===== config.mk =====
export PLATFORM = sky130hd
export DESIGN_NAME = gnos_ctrl
export DESIGN_NICKNAME = d
export VERILOG_FILES = /design/src/gnos_pkg.sv /design/src/gnos_ctrl.sv
export SDC_FILE = /design/constraint.sdc
export NUM_CORES = 1
export LEC_CHECK = 0
export BUFFER_PORTS_ARGS = -buffer_cell sky130_fd_sc_hd__buf_2
export CAP_MARGIN = 20
export CORE_MARGIN = 3
export CORE_UTILIZATION = 48
export CTS_BUF_LIST = sky130_fd_sc_hd__clkbuf_16
export DETAILED_ROUTE_END_ITERATION = 12
export HOLD_SLACK_MARGIN = 0.02
export PLACE_DENSITY = 0.73
export SLEW_MARGIN = 30
export SYNTH_ARGS = -nofsm -noshare
export SYNTH_HDL_FRONTEND = slang
export SYNTH_SLANG_ARGS = --single-unit

===== constraint.sdc =====
create_clock -name i_clk -period 1.8 [get_ports i_clk]
set_input_delay 0.27 -clock i_clk [delete_from_list [all_inputs] [get_ports i_clk]]
set_output_delay 0.27 -clock i_clk [all_outputs]
set_load 0.01 [all_outputs]

===== src/gnos_pkg.sv =====
package gnos_pkg;

    localparam int TABLE_SIZE  = 256;
    localparam int IDX_W       = $clog2(TABLE_SIZE);
    localparam int MAX_OCTAVES = 8;
    localparam int OCT_W       = $clog2(MAX_OCTAVES);
    localparam int CNT_W       = 4;
    localparam int GAIN_W      = 16;
    localparam int GRAD_W      = 15;
    localparam int PERM_W      = 8;
    localparam int POINT_W     = 32;
    localparam int NOISE_W     = 21;

    // Register indexes on the configuration port
    localparam logic [1:0] REG_OCTAVE_COUNT = 2'd0;
    localparam logic [1:0] REG_OCTAVE_GAIN  = 2'd1;
    localparam logic [1:0] REG_TAKE_ABS     = 2'd2;

    // Request codes
    localparam logic REQ_LOAD = 1'b0;
    localparam logic REQ_EVAL = 1'b1;

    typedef enum logic [4:0] {
        ST_IDLE, ST_PERM, ST_SQ, ST_HERM, ST_SSTORE,
        ST_GRD, ST_DX, ST_DY, ST_DZ, ST_WXY, ST_WALL, ST_TOT, ST_ACC,
        ST_CONTR, ST_SUM, ST_AMP, ST_FINAL
    } t_state;

    typedef enum logic [4:0] {
        OP_NOP, OP_LOAD, OP_START, OP_PERM_RD, OP_SQ, OP_HERM, OP_SSTORE,
        OP_GRD_RD, OP_DX, OP_DY, OP_DZ, OP_WXY, OP_WALL, OP_TOT, OP_ACC,
        OP_CONTR, OP_SUM, OP_AMP, OP_FINAL
    } t_op;

    typedef struct packed {
        t_op        op;
        logic [1:0] axis;
        logic       half;
        logic [2:0] corner;
    } t_cmd;

endpackage


===== src/gnos_ctrl.sv =====
module gnos_ctrl (
    input  logic                  i_clk,
    input  logic                  i_rst_n,
    input  logic                  i_in_valid,
    input  logic                  i_req_type,
    input  logic [gnos_pkg::CNT_W-1:0] i_octave_count,
    input  logic                  i_out_stall,
    output logic                  o_in_stall,
    output logic                  o_out_valid,
    output gnos_pkg::t_cmd        o_cmd
);
    import gnos_pkg::*;

    t_state            r_state, n_state;
    logic [1:0]        r_axis;
    logic              r_half;
    logic [2:0]        r_corner;
    logic [OCT_W-1:0]  r_oct;
    logic [CNT_W-1:0]  r_cnt;
    logic              r_out_valid;
    logic              accept;
    logic              out_free;
    logic              last_oct;
    logic [CNT_W-1:0]  cnt_sat;

    assign accept   = i_in_valid && (r_state == ST_IDLE);
    assign out_free = !r_out_valid || !i_out_stall;
    assign last_oct = (CNT_W'(r_oct) + CNT_W'(1)) == r_cnt;
    assign cnt_sat  = (i_octave_count > CNT_W'(MAX_OCTAVES)) ? CNT_W'(MAX_OCTAVES)
                                                             : i_octave_count;

    always_comb begin
        n_state = r_state;
        unique case (r_state)
            ST_IDLE: begin
                if (accept && i_req_type == REQ_EVAL) begin
                    n_state = (cnt_sat == '0) ? ST_FINAL : ST_PERM;
                end
            end
            ST_PERM:   if (r_axis == 2'd2 && r_half) n_state = ST_SQ;
            ST_SQ:     n_state = ST_HERM;
            ST_HERM:   n_state = ST_SSTORE;
            ST_SSTORE: n_state = (r_axis == 2'd2) ? ST_GRD : ST_SQ;
            ST_GRD:    n_state = ST_DX;
            ST_DX:     n_state = ST_DY;
            ST_DY:     n_state = ST_DZ;
            ST_DZ:     n_state = ST_WXY;
            ST_WXY:    n_state = ST_WALL;
            ST_WALL:   n_state = ST_TOT;
            ST_TOT:    n_state = ST_ACC;
            ST_ACC:    n_state = (r_corner == 3'd7) ? ST_CONTR : ST_GRD;
            ST_CONTR:  n_state = ST_SUM;
            ST_SUM:    n_state = ST_AMP;
            ST_AMP:    n_state = last_oct ? ST_FINAL : ST_PERM;
            ST_FINAL:  if (out_free) n_state = ST_IDLE;
            default:   n_state = ST_IDLE;
        endcase
    end

    always_comb begin
        o_cmd.axis   = r_axis;
        o_cmd.half   = r_half;
        o_cmd.corner = r_corner;
        o_cmd.op     = OP_NOP;
        unique case (r_state)
            ST_IDLE: begin
                if (accept) o_cmd.op = (i_req_type == REQ_EVAL) ? OP_START : OP_LOAD;
            end
            ST_PERM:   o_cmd.op = OP_PERM_RD;
            ST_SQ:     o_cmd.op = OP_SQ;
            ST_HERM:   o_cmd.op = OP_HERM;
            ST_SSTORE: o_cmd.op = OP_SSTORE;
            ST_GRD:    o_cmd.op = OP_GRD_RD;
            ST_DX:     o_cmd.op = OP_DX;
            ST_DY:     o_cmd.op = OP_DY;
            ST_DZ:     o_cmd.op = OP_DZ;
            ST_WXY:    o_cmd.op = OP_WXY;
            ST_WALL:   o_cmd.op = OP_WALL;
            ST_TOT:    o_cmd.op = OP_TOT;
            ST_ACC:    o_cmd.op = OP_ACC;
            ST_CONTR:  o_cmd.op = OP_CONTR;
            ST_SUM:    o_cmd.op = OP_SUM;
            ST_AMP:    o_cmd.op = OP_AMP;
            ST_FINAL:  if (out_free) o_cmd.op = OP_FINAL;
            default:   o_cmd.op = OP_NOP;
        endcase
    end

    always_ff @(posedge i_clk) begin
        if (!i_rst_n) begin
            r_state     <= ST_IDLE;
            r_axis      <= '0;
            r_half      <= 1'b0;
            r_corner    <= '0;
            r_oct       <= '0;
            r_cnt       <= '0;
            r_out_valid <= 1'b0;
        end else begin
            r_state <= n_state;
            if (r_state == ST_IDLE && accept) begin
                r_cnt  <= cnt_sat;
                r_oct  <= '0;
                r_axis <= '0;
                r_half <= 1'b0;
            end
            if (r_state == ST_PERM) begin
                r_half <= !r_half;
                if (r_half) r_axis <= (r_axis == 2'd2) ? 2'd0 : r_axis + 2'd1;
            end
            if (r_state == ST_SSTORE) begin
                r_axis <= (r_axis == 2'd2) ? 2'd0 : r_axis + 2'd1;
            end
            if (r_state == ST_ACC) r_corner <= r_corner + 3'd1;
            if (r_state == ST_AMP) r_oct <= r_oct + OCT_W'(1);
            // Hold the result until taken; load a new one from the final step
            if (r_state == ST_FINAL && out_free) begin
                r_out_valid <= 1'b1;
            end else if (r_out_valid && !i_out_stall) begin
                r_out_valid <= 1'b0;
            end
        end
    end

    assign o_in_stall  = (r_state != ST_IDLE);
    assign o_out_valid = r_out_valid;

endmodule


# Yosys cells after proc, flatten, opt, wreduce, memory -nomap -nowiden
# Cells that the tools add are included.
# totals
reg_bits,19
output_inout_bits,13
wordCells,75
input_bits,9
# op_classes
n_reduce_logical,17
eq_ne,22
n_addsub,4
order_cmp,1
muxes,24
# ops
op,n
$pmux 5 s17,2
$eq 5x4->1 const B,8
$mux 5,6
$eq 5x3->1 const B,4
$mux 2,7
$eq 5x2->1 const B,2
$mux 3,3
$mux 4,2
$add 3x1->3 const B,2
$logic_and 1x1->1,6
$reduce_bool 2->1,3
$eq 5x1->1 const B,1
$eq 5x5->1 const B,1
$logic_not 5->1,1
$reduce_bool 5->1,1
$add 3x1->4 const B,1
$eq 4x4->1,1
$gt 4x4->1 const B,1
$logic_not 4->1,1
$mux 1,4
$ne 2x2->1 const B,2
$eq 3x3->1 const B,1
$logic_not 1->1,3
$reduce_and 3->1,1
other kinds (4),4

# Logic depth before layout (Yosys ltp)
# depth
ltp_word,7
mapped_depth,6
mapped_depth_nobuf,6

# Worst setup path after synthesis
# OpenSTA, ideal clock, no wires.
# synth_timing
kind,reg-to-reg
start,register r_oct[0]
end,register r_state[4]
arrival_ps,1629
path_stages_with_launch,6
setup_slack_ps,85
synth_period_minus_slack_ps,1715
setup_time_ps,86
n_path_buf,0
required_ps,1714
cell_sequence,dfxtp_1 -> ha_1 -> xor2_1 -> a211o_1 -> or3_1 -> a221oi_2
# synth_via
elab_chain_len,4
# synth_lines
element,line_no,source
start: declaration,gnos_ctrl.sv:18,logic [OCT_W-1:0] r_oct;
start signal: assignment,gnos_ctrl.sv:114,if (r_state == ST_AMP) r_oct <= r_oct + OCT_W'(1);
$add 3x1->4,gnos_ctrl.sv:28,assign last_oct = (CNT_W'(r_oct) + CNT_W'(1)) == r_cnt;
$eq 4x4->1,gnos_ctrl.sv:28,
$mux 5,gnos_ctrl.sv:54,ST_AMP: n_state = last_oct ? ST_FINAL : ST_PERM;
$pmux 5 s17,gnos_ctrl.sv:34,unique case (r_state)
end signal: assignment,gnos_ctrl.sv:99,r_state <= n_state;
end: declaration,gnos_ctrl.sv:14,"t_state r_state, n_state;"
# Every way passes these cells.
# A chain may end at the register's enable or synchronous reset.

# Final worst setup path
# Same ends and word-level chain as after synthesis.

==> qor.txt <==
Status: finished, final reports clean
Async S/R FF share, synth: 0
Max Freq: 0.578 GHz
Global route hottest layer: met2
CP max stage delay: 380 ps
Core Region: 2250 µm²
ANT nets after route: 0
CTS Sinks: 19
TritonCTS clock tree: built
GR Overflow Total: 0
CP Class: flip-flop to flip-flop
Sequential fraction of the synthesis area: 0.329
Hold Path Depth: 2
CP Capture Type: flip-flop
Reg2reg path depth: 5
Max-slew violations: 0
Met2 Usage GRT: 0.333
Die footprint: 3040 µm²
CTS Buf Count: 3
Setup TNS: 0 ps
Antenna violations before repair: 0
Die W: 55.1 µm
Largest net degree at the start of global routing: 16
Root buf cell: clkbuf_16
IO Pins: 22
Max Root-Sink Buffers: 2
Most common cell after layout, fill and taps aside: buf_2
Initial DRT Pass Iterations: 5
Drt total wl: 2810 µm
CP Max Fanout: 2
Period minus WS final: 1730 ps
Reg2Reg Capture Point: r_state[4]$_SDFFE_PN0P_
Number of DRC violations after detailed routing: 0
PwrDens: 1070 nW/µm²
R2r startpoint: r_oct[0]$_SDFFE_PN0P_
Gp weighted congestion: 0.764
PortBufs: 21
First-pass GRT wire length: 4480 µm
Post-Place Cells: 189
Layout cells sized above 1: 0.247
Maximum VDD drop: 628 µV
Number of synthesized register bits: 19
Met1 GRT Util: 0.269
CP Cell Sequence: ha_4 -> xor2_1 -> a211o_1 -> or3_4 -> a221oi_2
Layout area overhead: 21.7%
Main area contributors after synthesis: dfxtp_1, nor2_1, a21oi_1
Hold EP: r_half$_SDFFE_PN0P_
Worst skew pair latency: 260 ps
Register area: 382 µm²
Hold Startpoint: i_rst_n
Min-delay worst type: input pin to flip-flop
Critical Path AT: 1900 ps
Wire per inst: 14.5 µm
Main synth FF type: dfxtp_1
Post-synth top area cell: dfxtp_1
Setup-failing EPs final: 0
Area occupied by multi-input gates: 744 µm²
Number of max-cap violations: 0
Diodes inserted: 0
Initial DRC count: 27
Met3 usage: 0.0402
Initial Util: 0.513
Post-synth EDFFs: 0
Post-Syn Area: 1160 µm²
Vias in the first global route: 961
Commonest cells after routing, fill and taps aside: buf_2, dfxtp_1, nor2_1, a21oi_1, nand2_1
Clock H-tree levels: 1
Non-Filler Instances: 194
CP Launch Type: flip-flop
Static leakage: 0.601 nW
Gr usage total: 0.208
Filler cell count: 215
Vias per std cell: 5.73
Final hold vios: 0
Rows: 17
Die Y: 55.1 µm
Worst-Margin Slew: 477 ps
Post-synthesis cell type count: 43
Slowest-stage cell, CP: dfxtp_1
Post-Syn Instances: 142
Slew headroom: 0.681
Final period util: 0.962
Flop2flop setup slack: 70 ps
Syn avg cell area: 8.15 µm²
Routed vias: 1112
Clock slew at reported path FFs: 60 ps
Req. time, crit path: 1970 ps
DP HPWL: 2020 µm
Fin nets: 179
Ys Warns: 0
RSZ-0062 raised after global routing: no
Mapped Nets: 154
Area share of the largest cell type after synthesis: 0.329
Clock Skew: 4.45 ps
worst max-delay path by stage:
stage,from,endpoint,slack (ps),depth (start not counted)
after floorplan,r_oct[0]$_SDFFE_PN0P_,r_state[4]$_SDFFE_PN0P_,90,5
after global placement,r_oct[1]$_SDFFE_PN0P_,r_state[4]$_SDFFE_PN0P_,110,5
after detailed placement,r_oct[0]$_SDFFE_PN0P_,r_state[4]$_SDFFE_PN0P_,60,5
after CTS,r_oct[0]$_SDFFE_PN0P_,r_state[4]$_SDFFE_PN0P_,30,5
after global routing,r_state[1]$_SDFFE_PN0P_,o_cmd[6],7,4
final,r_oct[0]$_SDFFE_PN0P_,r_state[4]$_SDFFE_PN0P_,70,5
cells by family (layout without fill, tap and decap cells):
family / after synthesis / after routing / synth area share
xor+xnor: 6 / 6 / 0.0454
fa+ha+maj: 3 / 3 / 0.0324
simple gates: 70 / 70 / 0.341
buf+inv: 10 / 34 / 0.0432
flops: 19 / 19 / 0.329
mux: 4 / 4 / 0.0346
compound gates: 30 / 30 / 0.175
layer usage:
layer | vias up | part of all wire
met1 | 504 | 0.48
met3 | 7 | 0.048
met2 | 39 | 0.45
li1 | 562 | -
met5 | - | 0
met4 | 0 | 0.021
critical path, delay by kind of cell (launching register included):
family | cells | cell delay [ps]
flops | 1 | 380
simple gates | 1 | 370
fa+ha+maj | 1 | 220
compound gates | 2 | 530
xor+xnor | 1 | 130
final cells by class:
cell class	count	area share
Sequential cell	19	0.271
Inverter	1	0.00266
Timing Repair Buffer	29	0.117
Multi-Input combinational cell	113	0.528
Clock inverter	1	0.00266
Tap cell	28	0.0249
Clock buffer	3	0.0533
timing repair:
action	CTS	global route
setup endpoints to repair	0	2
resized for setup	0	3
endpoints found under the hold margin	0	0
hold buffers	0	0
buffers inserted	0	1
stage by stage:
stage / setup WS [ps] / hold WS, ps / instance area [µm²] / total power, W / util
5_1_grt: 6.55 / 298 / 1410 / 0.00159 / 0.625
3_3_place_gp: 112 / 461 / 1300 / 0.000998 / 0.578
3_5_place_dp: 61.0 / 468 / 1300 / 0.00101 / 0.578
6_report: 68.4 / 293 / 1410 / 0.00150 / 0.625
4_1_cts: 26.9 / 291 / 1380 / 0.00148 / 0.613
2_1_floorplan: 85.1 / 388 / 1160 / 0.000866 / -
sequential cells by signal, indices dropped and copies added (netlist names):
name,count
o_out_valid,1
r_axis,2
r_cnt,4
r_corner,3
r_half,1
r_oct,3
r_state,5
power breakdown:
group          switching, W  leakage [nW]  internal (W)
combinational      0.000302         0.404      0.000228
clock              0.000169        0.0423      0.000296
sequential        0.0000461         0.155      0.000461
Yosys cell counts, types with 2 or more instances:
master,n
and3_1,4
dfxtp_1,19
nor4_1,3
xnor2_1,4
a21oi_1,11
xor2_1,2
nand2_1,10
nor2_1,16
clkbuf_1,5
nand3b_1,7
nor2b_1,3
o21ai_0,3
mux2i_1,4
ha_1,3
nand3_1,6
or2_1,2
o31ai_1,2
or3_1,4
buf_4,3
nand2b_1,5
o211ai_1,3
nor3_1,2
No activity file was read; power rests on OpenSTA's default activity.
